`src/hdl/bdc_pkg.sv`:
```
// Shared types and constants for the button debounce and click detector.
// Depends on nothing; used by button_debounce_click_detector.
`timescale 1ns / 1ps
`default_nettype none

package bdc_pkg;

    // Click machine modes, encoded as the mode field reports them
    typedef enum logic [2:0] {
        MODE_RELEASED      = 3'd0,
        MODE_PRESSED       = 3'd1,
        MODE_PRESS_REL     = 3'd2,
        MODE_SECOND_PRESS  = 3'd3,
        MODE_HELD          = 3'd4,
        MODE_HELD_REL      = 3'd5,
        MODE_HELD_REPRESS  = 3'd6,
        MODE_SECOND_REL    = 3'd7
    } t_mode;

    // Register indexes on the configuration port (byte address = 4 * index)
    typedef enum logic [2:0] {
        REG_ACTIVE_LOW   = 3'd0,
        REG_DEBOUNCE_MS  = 3'd1,
        REG_PRESS_MS     = 3'd2,
        REG_CLICK_MS     = 3'd3,
        REG_INITIAL_MODE = 3'd4,
        REG_RSVD5        = 3'd5,
        REG_RSVD6        = 3'd6,
        REG_RSVD7        = 3'd7
    } t_reg_idx;

    localparam int unsigned ADDR_W = 5;
    localparam int unsigned DATA_W = 32;

    localparam logic        RST_ACTIVE_LOW   = 1'b1;
    localparam logic [15:0] RST_DEBOUNCE_MS  = 16'd50;
    localparam logic [15:0] RST_PRESS_MS     = 16'd1000;
    localparam logic [15:0] RST_CLICK_MS     = 16'd400;
    localparam logic [2:0]  RST_INITIAL_MODE = 3'd0;

    // Event flags of one result word
    typedef struct packed {
        logic clicked;
        logic double_clicked;
        logic long_pressed;
        logic long_released;
        logic switched;
    } t_events;

endpackage

`default_nettype wire

```
`src/hdl/button_debounce_click_detector.sv`:
```
// Button debounce and click detector: top level, one module.
// Depends on bdc_pkg (mode and register codes, reset values, event struct).
`timescale 1ns / 1ps
`default_nettype none

// Channel   Direction  Handshake               Payload
// ------    ---------  ----------------------  ---------------------------------------
// poll in   in         i_in_valid / o_in_stall i_raw_level, i_now_ms
// result    out        o_out_valid/i_out_stall o_clicked .. o_any_event, o_mode,
//                                              o_stable_level
// config    in         psel/penable/pwrite     paddr, pwdata, prdata (pready tied high)
//
// A poll word is captured in an input register, evaluated in one pass (debounce,
// two wrapping time subtractions, the click machine) and lands in the result
// register when it can advance; one word per cycle is sustained while the
// result side does not stall. The input stage refills in the same cycle that it
// hands its word onward, so a waiting result does not block the next poll;
// o_in_stall rises only when both stages are full and the result side stalls.
// Reset (synchronous, active low) loads the documented register defaults,
// mode released, stable and previous levels at the released level, timers zero.

module button_debounce_click_detector #(
    parameter int unsigned TIME_BITS = 32
) (
    input  wire logic                        i_clk,
    input  wire logic                        i_rst_n,

    // poll input
    input  wire logic                        i_in_valid,
    output logic                             o_in_stall,
    input  wire logic                        i_raw_level,
    input  wire logic [31:0]                 i_now_ms,

    // result output
    output logic                             o_out_valid,
    input  wire logic                        i_out_stall,
    output logic                             o_clicked,
    output logic                             o_double_clicked,
    output logic                             o_long_pressed,
    output logic                             o_long_released,
    output logic                             o_switched,
    output logic                             o_any_event,
    output logic [2:0]                       o_mode,
    output logic                             o_stable_level,

    // configuration port
    input  wire logic                        psel,
    input  wire logic                        penable,
    input  wire logic                        pwrite,
    input  wire logic [bdc_pkg::ADDR_W-1:0]  paddr,
    input  wire logic [bdc_pkg::DATA_W-1:0]  pwdata,
    output logic [bdc_pkg::DATA_W-1:0]       prdata,
    output logic                             pready
);

    // ---------------------------------------------------------------
    // Configuration registers
    // ---------------------------------------------------------------
    logic        r_active_low;
    logic [15:0] r_debounce_ms;
    logic [15:0] r_press_ms;
    logic [15:0] r_click_ms;
    logic [2:0]  r_initial_mode;

    logic              cfg_wr;
    bdc_pkg::t_reg_idx cfg_idx;

    assign pready  = 1'b1;
    assign cfg_idx = bdc_pkg::t_reg_idx'(paddr[bdc_pkg::ADDR_W-1:2]);
    assign cfg_wr  = psel & penable & pwrite & pready;

    always_ff @(posedge i_clk) begin
        if (!i_rst_n) begin
            r_active_low   <= bdc_pkg::RST_ACTIVE_LOW;
            r_debounce_ms  <= bdc_pkg::RST_DEBOUNCE_MS;
            r_press_ms     <= bdc_pkg::RST_PRESS_MS;
            r_click_ms     <= bdc_pkg::RST_CLICK_MS;
            r_initial_mode <= bdc_pkg::RST_INITIAL_MODE;
        end else if (cfg_wr) begin
            unique case (cfg_idx)
                bdc_pkg::REG_ACTIVE_LOW:   r_active_low   <= pwdata[0];
                bdc_pkg::REG_DEBOUNCE_MS:  r_debounce_ms  <= pwdata[15:0];
                bdc_pkg::REG_PRESS_MS:     r_press_ms     <= pwdata[15:0];
                bdc_pkg::REG_CLICK_MS:     r_click_ms     <= pwdata[15:0];
                bdc_pkg::REG_INITIAL_MODE: r_initial_mode <= pwdata[2:0];
                default: ; // unmapped index: drop the write
            endcase
        end
    end

    // Readback of the register under paddr
    always_comb begin
        prdata = '0;
        unique case (cfg_idx)
            bdc_pkg::REG_ACTIVE_LOW:   prdata = bdc_pkg::DATA_W'(r_active_low);
            bdc_pkg::REG_DEBOUNCE_MS:  prdata = bdc_pkg::DATA_W'(r_debounce_ms);
            bdc_pkg::REG_PRESS_MS:     prdata = bdc_pkg::DATA_W'(r_press_ms);
            bdc_pkg::REG_CLICK_MS:     prdata = bdc_pkg::DATA_W'(r_click_ms);
            bdc_pkg::REG_INITIAL_MODE: prdata = bdc_pkg::DATA_W'(r_initial_mode);
            default:                   prdata = '0;
        endcase
    end

    // ---------------------------------------------------------------
    // Handshake: input register feeds result register
    // ---------------------------------------------------------------
    logic                 r_in_vld;
    logic                 r_raw;
    logic [TIME_BITS-1:0] r_now;
    logic                 r_out_vld;
    logic                 adv;      // input stage moves into the result register
    logic                 in_acc;
    logic                 fire;     // a poll is evaluated and committed this cycle

    assign adv        = ~r_out_vld | ~i_out_stall;
    assign o_in_stall = r_in_vld & ~adv;
    assign in_acc     = i_in_valid & ~o_in_stall;
    assign fire       = r_in_vld & adv;

    always_ff @(posedge i_clk) begin
        if (!i_rst_n) begin
            r_in_vld <= 1'b0;
        end else if (in_acc) begin
            r_in_vld <= 1'b1;
        end else if (adv) begin
            r_in_vld <= 1'b0;
        end
    end

    // Payload of the input register; only the low TIME_BITS of time matter
    always_ff @(posedge i_clk) begin
        if (in_acc) begin
            r_raw <= i_raw_level;
            r_now <= TIME_BITS'(i_now_ms);
        end
    end

    // ---------------------------------------------------------------
    // Detector state
    // ---------------------------------------------------------------
    bdc_pkg::t_mode       r_mode,        n_mode;
    logic                 r_stable,      n_stable;
    logic                 r_prev_raw;
    logic [TIME_BITS-1:0] r_last_change, n_last_change;
    logic [TIME_BITS-1:0] r_start,       n_start;
    bdc_pkg::t_events     n_ev;

    logic                 raw_chg;
    logic [TIME_BITS-1:0] el_db;
    logic [TIME_BITS-1:0] el_st;
    logic                 is_pressed;
    logic                 press_over;
    logic                 click_over;

    // Debounce: a fresh edge restarts the hold timer, whose elapsed time is then
    // zero, so only an unchanged raw level can pass the threshold.
    assign raw_chg       = r_raw ^ r_prev_raw;
    assign el_db         = r_now - r_last_change;
    assign n_last_change = raw_chg ? r_now : r_last_change;
    assign n_stable      = (~raw_chg && (el_db > TIME_BITS'(r_debounce_ms))) ? r_raw : r_stable;

    // Pressed level is low when active_low is set
    assign is_pressed = (n_stable == ~r_active_low);

    // Wrapping elapsed time since the current mode started
    assign el_st      = r_now - r_start;
    assign press_over = el_st > TIME_BITS'(r_press_ms);
    assign click_over = el_st > TIME_BITS'(r_click_ms);

    // Click machine: next mode, start time and events of this poll
    always_comb begin
        n_mode  = r_mode;
        n_start = r_start;
        n_ev    = '0;
        unique case (r_mode)
            bdc_pkg::MODE_RELEASED: begin
                if (is_pressed) begin
                    n_mode  = bdc_pkg::MODE_PRESSED;
                    n_start = r_now;
                end
            end
            bdc_pkg::MODE_PRESSED: begin
                if (!is_pressed) begin
                    n_mode  = bdc_pkg::MODE_PRESS_REL;
                    n_start = r_now;
                end else if (press_over) begin
                    // held from the released side: long press
                    n_ev.long_pressed = 1'b1;
                    n_ev.switched     = 1'b1;
                    n_mode            = bdc_pkg::MODE_HELD;
                end
            end
            bdc_pkg::MODE_PRESS_REL: begin
                if (click_over) begin
                    n_ev.clicked = 1'b1;
                    n_mode       = bdc_pkg::MODE_RELEASED;
                end else if (is_pressed) begin
                    n_mode  = bdc_pkg::MODE_SECOND_PRESS;
                    n_start = r_now;
                end
            end
            bdc_pkg::MODE_SECOND_PRESS: begin
                if (click_over) begin
                    n_ev.double_clicked = 1'b1;
                    n_mode              = bdc_pkg::MODE_HELD;
                end else if (!is_pressed) begin
                    n_ev.double_clicked = 1'b1;
                    n_mode              = bdc_pkg::MODE_RELEASED;
                end
            end
            bdc_pkg::MODE_HELD: begin
                if (!is_pressed) begin
                    n_mode  = bdc_pkg::MODE_HELD_REL;
                    n_start = r_now;
                end
            end
            bdc_pkg::MODE_HELD_REL: begin
                if (is_pressed) begin
                    n_mode  = bdc_pkg::MODE_HELD_REPRESS;
                    n_start = r_now;
                end else if (press_over) begin
                    // released from the held side: long release
                    n_ev.long_released = 1'b1;
                    n_ev.switched      = 1'b1;
                    n_mode             = bdc_pkg::MODE_RELEASED;
                end
            end
            bdc_pkg::MODE_HELD_REPRESS: begin
                if (click_over) begin
                    n_ev.clicked = 1'b1;
                    n_mode       = bdc_pkg::MODE_HELD;
                end else if (!is_pressed) begin
                    n_mode  = bdc_pkg::MODE_SECOND_REL;
                    n_start = r_now;
                end
            end
            bdc_pkg::MODE_SECOND_REL: begin
                if (click_over) begin
                    n_ev.double_clicked = 1'b1;
                    n_mode              = bdc_pkg::MODE_RELEASED;
                end else if (is_pressed) begin
                    n_ev.double_clicked = 1'b1;
                    n_mode              = bdc_pkg::MODE_HELD;
                end
            end
            default: begin
                n_mode = r_mode;
            end
        endcase
    end

    // State register; a write of initial_mode loads the mode directly (the user must
    // write configuration only while no poll is in flight; the block does not enforce it)
    always_ff @(posedge i_clk) begin
        if (!i_rst_n) begin
            r_mode        <= bdc_pkg::MODE_RELEASED;
            r_stable      <= bdc_pkg::RST_ACTIVE_LOW;
            r_prev_raw    <= bdc_pkg::RST_ACTIVE_LOW;
            r_last_change <= '0;
            r_start       <= '0;
        end else if (cfg_wr && cfg_idx == bdc_pkg::REG_INITIAL_MODE) begin
            r_mode <= bdc_pkg::t_mode'(pwdata[2:0]);
        end else if (fire) begin
            r_mode        <= n_mode;
            r_stable      <= n_stable;
            r_prev_raw    <= r_raw;
            r_last_change <= n_last_change;
            r_start       <= n_start;
        end
    end

    // ---------------------------------------------------------------
    // Result register
    // ---------------------------------------------------------------
    bdc_pkg::t_events r_ev;
    bdc_pkg::t_mode   r_out_mode;
    logic             r_out_stable;

    always_ff @(posedge i_clk) begin
        if (!i_rst_n) begin
            r_out_vld <= 1'b0;
        end else if (adv) begin
            r_out_vld <= r_in_vld;
        end
    end

    always_ff @(posedge i_clk) begin
        if (fire) begin
            r_ev         <= n_ev;
            r_out_mode   <= n_mode;
            r_out_stable <= n_stable;
        end
    end

    assign o_out_valid      = r_out_vld;
    assign o_clicked        = r_ev.clicked;
    assign o_double_clicked = r_ev.double_clicked;
    assign o_long_pressed   = r_ev.long_pressed;
    assign o_long_released  = r_ev.long_released;
    assign o_switched       = r_ev.switched;
    assign o_any_event      = |r_ev;
    assign o_mode           = r_out_mode;
    assign o_stable_level   = r_out_stable;

`ifndef ASSERT_OFF
    // A long press always lands in the held mode
    a_lp_held: assert property (@(posedge i_clk) disable iff (!i_rst_n)
        (r_out_vld && r_ev.long_pressed) |-> (r_out_mode == bdc_pkg::MODE_HELD))
        else $error("long press without held mode");

    // A long release always lands in the released mode
    a_lr_rel: assert property (@(posedge i_clk) disable iff (!i_rst_n)
        (r_out_vld && r_ev.long_released) |-> (r_out_mode == bdc_pkg::MODE_RELEASED))
        else $error("long release without released mode");

    // Click kinds are mutually exclusive within one word
    a_one_kind: assert property (@(posedge i_clk) disable iff (!i_rst_n)
        r_out_vld |-> $onehot0({r_ev.clicked, r_ev.double_clicked,
                                r_ev.long_pressed, r_ev.long_released}))
        else $error("more than one click kind in one word");

    // A switch event comes only with a long press or long release
    a_sw_src: assert property (@(posedge i_clk) disable iff (!i_rst_n)
        (r_out_vld && r_ev.switched) |-> (r_ev.long_pressed || r_ev.long_released))
        else $error("switch without long press or release");

    // A held input word is neither dropped nor overwritten
    a_in_hold: assert property (@(posedge i_clk) disable iff (!i_rst_n)
        (r_in_vld && !adv) |=> (r_in_vld && $stable(r_now) && $stable(r_raw)))
        else $error("input stage lost a held word");
`endif

endmodule

`default_nettype wire
```
`config.mk`:
```
export PLATFORM = sky130hd
export DESIGN_NAME = button_debounce_click_detector
export DESIGN_NICKNAME = d
export VERILOG_FILES = /design/src/hdl/bdc_pkg.sv /design/src/hdl/button_debounce_click_detector.sv
export SDC_FILE = /design/constraint.sdc
export NUM_CORES = 1
export LEC_CHECK = 0
export ABC_AREA = 1
export BUFFER_PORTS_ARGS = -buffer_cell sky130_fd_sc_hd__buf_2
export CORE_MARGIN = 2
export CORE_UTILIZATION = 30
export CTS_BUF_LIST = sky130_fd_sc_hd__clkbuf_4 sky130_fd_sc_hd__clkbuf_8
export CTS_CLUSTER_SIZE = 25
export DETAILED_ROUTE_END_ITERATION = 6
export PLACE_DENSITY = 0.45
export SYNTH_ARGS = -nofsm -noshare
export SYNTH_HDL_FRONTEND = slang
export SYNTH_SLANG_ARGS = --single-unit
```
`constraint.sdc`:
```
create_clock -name i_clk -period 4.7 [get_ports i_clk]
set_input_delay 0.235 -clock i_clk [delete_from_list [all_inputs] [get_ports i_clk]]
set_output_delay 0.235 -clock i_clk [all_outputs]
set_load 0.01 [all_outputs]
```
==> reports/qor.yml, run 1 <==
outcome:
  status: "finished, final reports clean"
routing:
  dr.pass1.iters: 6
  wirelength_um: 39500
  routed-via-count: 11900
  drc: 0
  drtAntennaViolNets: 0
  wl_per_cell_um: 15.5
  via_per_inst: 4.65
  first_iter_violations: 645
grt:
  grt.total_usage_pct: 18.4
  grt_overflow: 0
  grt_pass1_wl_um: 61700
  grt_max_degree: 65
  gr-max-usage-layer: "met2"
  grtUsageMet1_pct: 25.5
  grt_use_met2_pct: 30.2
  grt_pass1_vias: 11100
  antenna_found_initial: 0
  use_met3_pct: 2.71
timing:
  tightest_slew_ns: 1.06
  finClkSkew_ns: 0.0160
  setup_slack_ns: 0.236
  fmax_ghz: 0.224
  setup_violations: 0
  hold_viol: 0
  post-route-period-util_pct: 95.0
  max_slew_margin_pct: 28.8
  fin_crit_ns: 4.46
  slew_viol_final: 0
placement:
  gp_congestion: 0.878
  place.port_buffers: 86
  dp_hpwl_um: 31700
  dp_slack_ns: 0.197
setup_path:
  worstPathArrival_ns: 4.86
  crit_path_max_fanout: 64
  crit_path_start_kind: "flip-flop"
  end_kind: "flip-flop"
  path_class: "reg -> reg"
  crit_required_ns: 5.09
cts:
  clk_pin_slew_ns: 0.10
  clkLatencyLatePin_ns: 0.52
  clockBufferDepth: 2
  cts_tree: "done"
  cts-htree-levels: 4
  cts_sinks: 165
  cts_buffers: 17
  cts-root-buf: "clkbuf_8"
run:
  max-cap-violations: 0
pwr:
  peakVddDrop_mv: 0.231
  powerDensity_nw_per_um2: 275
  p_leak_nw: 6.93
  p_total_w: 0.00402
finish:
  final_util_pct: 35.8
  syn2layout_area_growth_pct: 17.8
  nFillCells: 4455
  num-nets-final: 2199
  final_cell_mix: "483 x nand2_1, 342 x inv_1, 168 x a21oi_1"
  antennaDiodeCount: 0
  multi_input_area_um2: 7310
  register_area_um2: 3720
  layout_commonest_cell: "nand2_1"
  drive_above_1_share_pct: 11.8
die:
  initial_core_util_pct: 30.4
  core_um2: 40700
  rows: 74
  die_h_um: 207
  die_area_um2: 42900
  io_pins: 122
  die_x_um: 207
synthesis:
  post_synth_num_cell_types: 47
  ys_seq_area_share_pct: 30.1
  synth_top_flop_cell: "dfxtp_1"
  syn_inst: 1857
  yosysWarnings: 0
  synth_edf_count: 42
  synthesis.area_um2: 12400
  synth_area_per_cell_um2: 6.67
  async_reset_ff_share_pct: 0
  ys_seq_elements: 165
min_path:
  hold_path_class: "in -> reg"
worst paths after layout:
kind | startpoint | to | slack, ns | depth (start not counted)
setup / recovery | r_now[0] | r_start[31] | 0.24 | 26
hold / removal | pwdata[15] | r_press_ms[15] | 0.04 | 3
setup reg to reg | r_now[0] | r_start[31] | 0.24 | 26
hold reg to reg | r_start[0] | r_start[0] | 0.46 | 2
through the flow:
| stage | area [µm²] | std cells | setup TNS (ns) | hold slack, ns |
|---|---|---|---|---|
| CTS | 14300 | 2550 | 0 | 0.000970 |
| floorplan | 12400 | 1872 | 0 | 0.334 |
| detailed placement | 13500 | 2472 | 0 | 0.413 |
| finish | 14600 | 2555 | 0 | 0.0383 |
| global placement | 13500 | 2472 | 0 | 0.411 |
| global route | 14600 | 2555 | -0.0463 | 0.0233 |
cells in the mapped netlist, types with 25 or more instances:
cell	count	area, µm²
inv_1	342	1280
o21ai_1	29	145
ha_1	110	1380
edfxtp_1	42	1260
nand3_1	76	380
xor2_1	25	219
nand2_1	485	1820
clkbuf_1	28	105
nor2_1	130	488
a21oi_1	169	846
o21ai_0	98	490
dfxtp_1	123	2460
nand4_1	26	163
where the power goes:
part	internal (W)	total (W)	leakage, nW	switching [W]
clock	0.000448	0.00108	0.193	0.000635
sequential	0.00152	0.00156	1.41	0.0000432
combinational	0.000516	0.00137	5.33	0.000854
total	0.00248	0.00402	6.93	0.00153
registers in the layout (all words and copies together), names as in the netlist:
signal and count:
r_raw 1, o_double_clicked 1, r_press_ms 16, r_debounce_ms 16, r_mode 3, r_stable 1, o_long_pressed 1, r_click_ms 16
o_switched 1, r_active_low 1, r_now 32, r_start 32, r_in_vld 1, o_mode 3, r_initial_mode 3, o_clicked 1
r_last_change 32, o_stable_level 1, r_prev_raw 1, o_long_released 1, o_out_valid 1
logic make-up (layout without fill, tap and decap cells):
group,after synthesis,count (layout),synth area share [%]
simple gates,787,787,27.0
buf+inv,398,549,12.9
compound gates,362,362,16.3
flops,165,165,30.1
fa+ha+maj,112,112,11.4
xor+xnor,31,31,2.19
other cells,2,17,0.0607
layer usage:
| layer | wire (µm) | share of wire [%] |
|---|---|---|
| met5 | 0 | 0 |
| met4 | 543 | 1.4 |
| met3 | 1550 | 3.9 |
| met2 | 17600 | 45 |
| met1 | 19800 | 50 |
final cells by class:
class	instances	share of cell area [%]
Inverter	347	8.93
Clock buffer	18	1.70
Multi-Input combinational cell	1309	50.1
Timing Repair Buffer	170	8.20
Clock inverter	14	0.995
Sequential cell	165	25.5
Tap cell	532	4.56
worst max-delay path, stage by stage (launching register included):
cell,delay [ns]
edfxtp_1,0.40
inv_1,0.08
ha_1,0.24
fa_1,0.41
inv_1,0.14
nand2_1,0.06
nand2_1,0.09
nand4_1,0.11
nand3_2,0.14
xor2_2,0.10
ha_1,0.28
nand4_1,0.11
nor2_2,0.17
nand4_1,0.11
nand2_1,0.15
nand3_1,0.09
nor2_1,0.10
nand2_1,0.06
nor2_1,0.11
nand2_2,0.14
nand2_2,0.15
nand3_2,0.23
nand3b_2,0.19
nand4_4,0.11
buf_16,0.20
o21ai_0,0.21
a21oi_1,0.05
what timing repair did:
action	4_1_cts	5_1_grt
hold buffers	46	0
setup endpoints to repair	0	38
resized for setup	0	35
buffers inserted	0	5
hold endpoints to repair	56	0
(Power assumes the default switching activity.)
==> run 2: changes to the inputs <==
ABC_AREA = not set   (was 1)
==> run 2 against run 1 <==
Net effect:
- setup slack lost 0.73 ns
- flip-flop and latch count stayed put
- the run now ends with setup timing left
- synthesized cell count shrank 17%
- synthesized area fell by 2.6%
==> reports/qor.yml, run 2 <==
grt:
  antenna_found_initial: 1
  grtUsageMet1_pct: 25.2
  grt_use_met2_pct: 31.6
  gr-max-usage-layer: "met2"
  grt_pass1_wl_um: 61500
  grt.total_usage_pct: 19.1
  use_met3_pct: 2.98
  grt_max_degree: 84
  grt_pass1_vias: 11200
  grt_overflow: 0
synthesis:
  synth_edf_count: 42
  ys_seq_elements: 165
  synthesis.area_um2: 12100
  yosys-top-cells-count: "314 x nand2_1, 149 x a21oi_1, 130 x inv_1"
  ys_seq_area_share_pct: 30.9
  synth_area_per_cell_um2: 7.82
  synth_fa_ha_area_share_pct: 11.7
  yosysMostFrequentCell: "nand2_1"
  synth_top_flop_cell: "dfxtp_1"
  netlist_top_cells_area: "dfxtp_1 20%, ha_1 11%, edfxtp_1 10%"
  async_reset_ff_share_pct: 0
  synthMuxAreaShare_pct: 3.77
  yosysTopAreaCell: "dfxtp_1"
  synthSimpleGateAreaFrac_pct: 19.8
  yosysWarnings: 0
  post_synth_num_cell_types: 80
  synth_compound_area_share_pct: 22.6
  synth_top_family_by_area: "compound AO/OA/AOI/OAI gates"
  syn_inst: 1542
  yosysTopAreaCellShare_pct: 20.4
  synth_xor_area_share_pct: 3.19
setup_path:
  crit_path_max_fanout: 8
  worstPathArrival_ns: 5.63
  cp_slowest_cell: "or3b_4"
  crit_family: "compound AO/OA/AOI/OAI gates"
  crit_path_start_kind: "flip-flop"
  cpPeakStageDelay_ns: 0.42
  crit_buf_inv: 3
  path_class: "reg -> reg"
  crit_required_ns: 5.14
  end_kind: "flip-flop"
finish:
  final_cell_mix: "311 x nand2_1, 188 x buf_4, 143 x a21oi_1"
  fin_area_um2: 15500
  syn2layout_area_growth_pct: 28.2
  multi_input_area_um2: 7700
  layout_commonest_cell: "nand2_1"
  nFillCells: 4147
  register_area_um2: 3720
  num-nets-final: 2009
  drive_above_1_share_pct: 21.0
  largestRegisters: "r_last_change: 32 flops, r_now: 32 flops, r_start: 32 flops"
timing:
  tns_ns: -15.05
  hold_viol: 0
  setup_slack_ns: -0.490
  finClkSkew_ns: 0.0206
  slew_viol_final: 0
  tightest_slew_ns: 1.06
  max_slew_margin_pct: 29.5
  setup_violations: 37
  post-route-period-util_pct: 110
  rsz0062_at_grt: "true"
  fin_crit_ns: 5.19
  fmax_ghz: 0.193
cts:
  clockBufferDepth: 2
  cts-htree-levels: 4
  clk_pin_slew_ns: 0.09
  cts_tree: "done"
  cts-root-buf: "clkbuf_8"
  cts_buffers: 17
  clkLatencyLatePin_ns: 0.52
  cts_sinks: 165
pwr:
  powerDensity_nw_per_um2: 247
  peakVddDrop_mv: 0.166
  p_leak_nw: 6.11
outcome:
  status: "finished, violations left"
  failed_checks: "setup timing"
die:
  die_x_um: 204
  die_area_um2: 41800
  die_h_um: 204
  initial_core_util_pct: 30.3
  core_um2: 39700
  rows: 73
  io_pins: 122
placement:
  dp_hpwl_um: 30100
  gp_congestion: 0.868
  placed_area_um2: 14200
  dp_slack_ns: -0.702
  place.port_buffers: 86
min_path:
  hold_path_class: "in -> reg"
routing:
  drtAntennaViolNets: 0
  first_iter_violations: 644
  wirelength_um: 39200
  via_per_inst: 4.92
  routed-via-count: 11600
  dr.pass1.iters: 5
  drc: 0
  wl_per_cell_um: 16.6
run:
  max-cap-violations: 0
[run 2: changes by cell type in the layout (fill, tap and decap cells not counted), moves of 14 or more]
cell      delta
xnor2_1     +18
nand2_1    -172
o21a_1      +20
o211ai_1    +18
a21oi_1     -25
nand3_1     -57
a21o_1      +32
nor2b_1     +19
inv_1      -213
o21ai_0     -43
buf_4      +151
nor2_1      -48
mux2i_1     +42
a22oi_1     +14
[run 2: where the power goes]
part | switching [W] | leakage, nW | internal (W)
registers | 0.0000276 | 1.40 | 0.00150
clock network | 0.000574 | 0.191 | 0.000475
logic | 0.000665 | 4.51 | 0.000572
[run 2: tightest hold or removal path: stages]
cell and delay, ns:
buf_2 0.16, nand2_1 0.07, a21oi_1 0.05
[run 2: per-stage QoR]
stage | power (W) | std cells | hold slack (ns) | util (%)
after detailed placement | 0.00272 | 2257 | 0.415 | 35.6
final | 0.00382 | 2358 | 0.0476 | 38.9
after CTS | 0.00385 | 2355 | 0.0104 | 38.6
after global placement | 0.00271 | 2257 | 0.415 | 35.6
after floorplan | 0.00227 | 1557 | 0.334 | -
after global routing | 0.00406 | 2357 | 0.0292 | 38.9
[run 2: cell type report]
class	instances	share of cell area, %
tap	525	4.25
clock buffer	24	1.93
inverter	130	3.16
timing repair buffer	334	16.3
clock inverter	7	0.477
sequential	165	24.1
antenna	1	0.0162
multi-input combinational	1172	49.8
[run 2: cell families (layout without fill, tap and decap cells)]
| kind of cell | Yosys count | after routing |
|---|---|---|
| simple gates | 539 | 539 |
| compound gates | 416 | 416 |
| buf+inv | 220 | 495 |
| flops | 165 | 165 |
| fa+ha+maj | 112 | 112 |
| mux | 45 | 45 |
| xor+xnor | 43 | 43 |
| other cells | 2 | 18 |
[run 2: routing by layer]
metal / routed length (µm) / up-vias
met1: 18900 / 5410
met5: 0 / -
met3: 1550 / 43
met4: 997 / 0
met2: 17700 / 207
li1: - / 5930
[run 2: timing repair]
action,CTS,global route
pin swaps,25,21
hold buffers,50,0
gates cloned,3,0
endpoints found under the setup margin,42,45
resized for setup,30,23
setup buffers,14,6
endpoints found under the hold margin,76,0
[run 2: path summary, 6_finish.rpt]
| kind | cells after the start | from | endpoint | slack, ns |
|---|---|---|---|---|
| worst max-delay path | 25 | r_now[1] | r_start[3] | -0.49 |
| worst min-delay path | 3 | pwdata[0] | r_click_ms[0] | 0.05 |
| worst max register to register | 25 | r_now[1] | r_start[3] | -0.49 |
| worst min register to register | 2 | r_last_change[17] | r_last_change[17] | 0.46 |
==> run 3: changes to the inputs <==
CORE_ASPECT_RATIO = 0.75   (was not set)
==> run 3 against run 2 <==
Net effect:
- the run still ends with setup timing left
- register-to-register slack got worse by 0.095 ns
- largest power group unchanged
- critical endpoint is now r_start[17]
- clock skew decreased by 0.0037 ns
- cell count decreased by 0.17%
- global-route usage increased by 0.67 points
- flip-flop and latch count unchanged
- fmax decreased by 1.8%
==> reports/qor.yml, run 3 (synthesized netlist as in run 2, its figures left out) <==
outcome:
  status: "finished, violations left"
  failed_checks: "setup timing"
finish:
  finalNonFillerCells: 2354
  largestRegisters: "r_last_change: 32 flops, r_now: 32 flops, r_start: 32 flops"
  final_cell_mix: "312 x nand2_1, 186 x buf_4, 147 x a21oi_1"
  final_util_pct: 39.1
  antennaDiodeCount: 0
  syn2layout_area_growth_pct: 28.5
  num-nets-final: 2010
  layout_commonest_cell: "nand2_1"
  fin_area_um2: 15500
  drive_above_1_share_pct: 20.3
setup_path:
  crit_path_max_fanout: 7
  crit_family: "compound AO/OA/AOI/OAI gates"
  cp_slowest_cell: "edfxtp_1"
  crit_buf_inv: 7
  end_kind: "flip-flop"
  worstPathArrival_ns: 5.72
  crit_path_start_kind: "flip-flop"
  crit_required_ns: 5.13
  path_common_cell: "buf_4"
  path_class: "reg -> reg"
  cpPeakStageDelay_ns: 0.46
routing:
  met1Wirelength_um: 21900
  drtAntennaViolNets: 0
  maxUsedRoutingLayer: "met4"
  routed-wl-met2_um: 16700
  dr.pass1.iters: 5
  first_iter_violations: 859
  wirelength_um: 41400
  drc: 0
  route.met3.wl_um: 2320
  via_per_inst: 5.01
  wl_per_cell_um: 17.6
  routed-via-count: 11800
grt:
  grt.total_usage_pct: 19.8
  grt_max_degree: 85
  grt_overflow: 0
  grt_pass1_vias: 11100
  grt_pass1_wl_um: 63800
  antenna_found_initial: 0
die:
  die_area_um2: 41800
  die_h_um: 178
  core_um2: 39600
  rows: 63
  die_x_um: 235
  initial_core_util_pct: 30.5
  io_pins: 122
cts:
  cts_buffers: 17
  cts_sinks: 165
  clk_pin_slew_ns: 0.10
  clkLatencyLatePin_ns: 0.51
  cts_tree: "done"
  clockBufferDepth: 2
  cts-root-buf: "clkbuf_8"
  cts-htree-levels: 4
timing:
  finClkSkew_ns: 0.0169
  rsz0062_at_grt: "true"
  fmax_ghz: 0.189
  fin_crit_ns: 5.29
  tightest_slew_ns: 1.04
  post-route-period-util_pct: 112
  hold_ws_ns: 0.0465
  hold_viol: 0
  max_slew_margin_pct: 30.2
  setup_slack_ns: -0.585
  setup_violations: 38
  slew_viol_final: 0
min_path:
  hold_path_class: "in -> reg"
run:
  max-cap-violations: 0
placement:
  gp_congestion: 0.930
  place.port_buffers: 86
  place_inst: 2250
  dp_hpwl_um: 32000
  placed_area_um2: 14100
pwr:
  p_leak_nw: 6.15
  p_total_w: 0.00398
  powerDensity_nw_per_um2: 257
  peakVddDrop_mv: 0.208
[run 3: layout make-up]
cell class	instances	area (µm²)
fillers	4089	24100
multi-input cells	1172	7630
flip-flops and latches	165	3720
repair buffers	335	2550
well taps	520	651
inverters	130	488
clock buffers	18	248
clock inverters	14	193
[run 3: routing by layer]
layer | GRT usage, % | up-vias
met1 | 29.9 | 5560
met5 | 0 | -
met3 | 3.90 | 24
li1 | - | 5943
met4 | 3.72 | 0
met2 | 28.8 | 265
[run 3: worst paths after layout]
kind | start | end | slack (ns) | cells past startpoint
setup / recovery | r_now[1] | r_start[17] | -0.59 | 26
hold / removal | pwdata[8] | r_debounce_ms[8] | 0.05 | 3
setup reg to reg | r_now[1] | r_start[17] | -0.59 | 26
hold reg to reg | r_last_change[24] | r_last_change[24] | 0.46 | 2
[run 3: stage by stage]
step | TNS, ns | worst slack, ns
after floorplan | -11.23 | -0.360
after global placement | -20.25 | -0.595
after detailed placement | -20.54 | -0.634
after CTS | -20.63 | -0.629
after global routing | -29.11 | -0.841
final | -18.11 | -0.585
[run 3: repair_timing]
item	in CTS	in global routing
endpoints found under the hold margin	75	0
buffers inserted	28	8
pin swaps	5	26
cloned	2	1
resized for setup	21	19
setup endpoints to repair	42	45
hold buffers	50	0
[run 3: worst register-to-register path, delay by kind of cell, from the launching register on]
family,cells,cell delay [ns]
AOI/OAI and AO/OA,10,1.78
and+or+nand+nor,5,1.12
buffers and inverters,7,0.96
adders and majority gates,2,0.53
DFF,1,0.46
muxes,1,0.20
xor gates and xnor gates,1,0.18
[run 3: power by group]
part,leakage (nW),switching [W],total [W],internal [W]
clock network,0.224,0.000635,0.00119,0.000558
logic,4.52,0.000672,0.00125,0.000581
registers,1.40,0.0000331,0.00154,0.00150
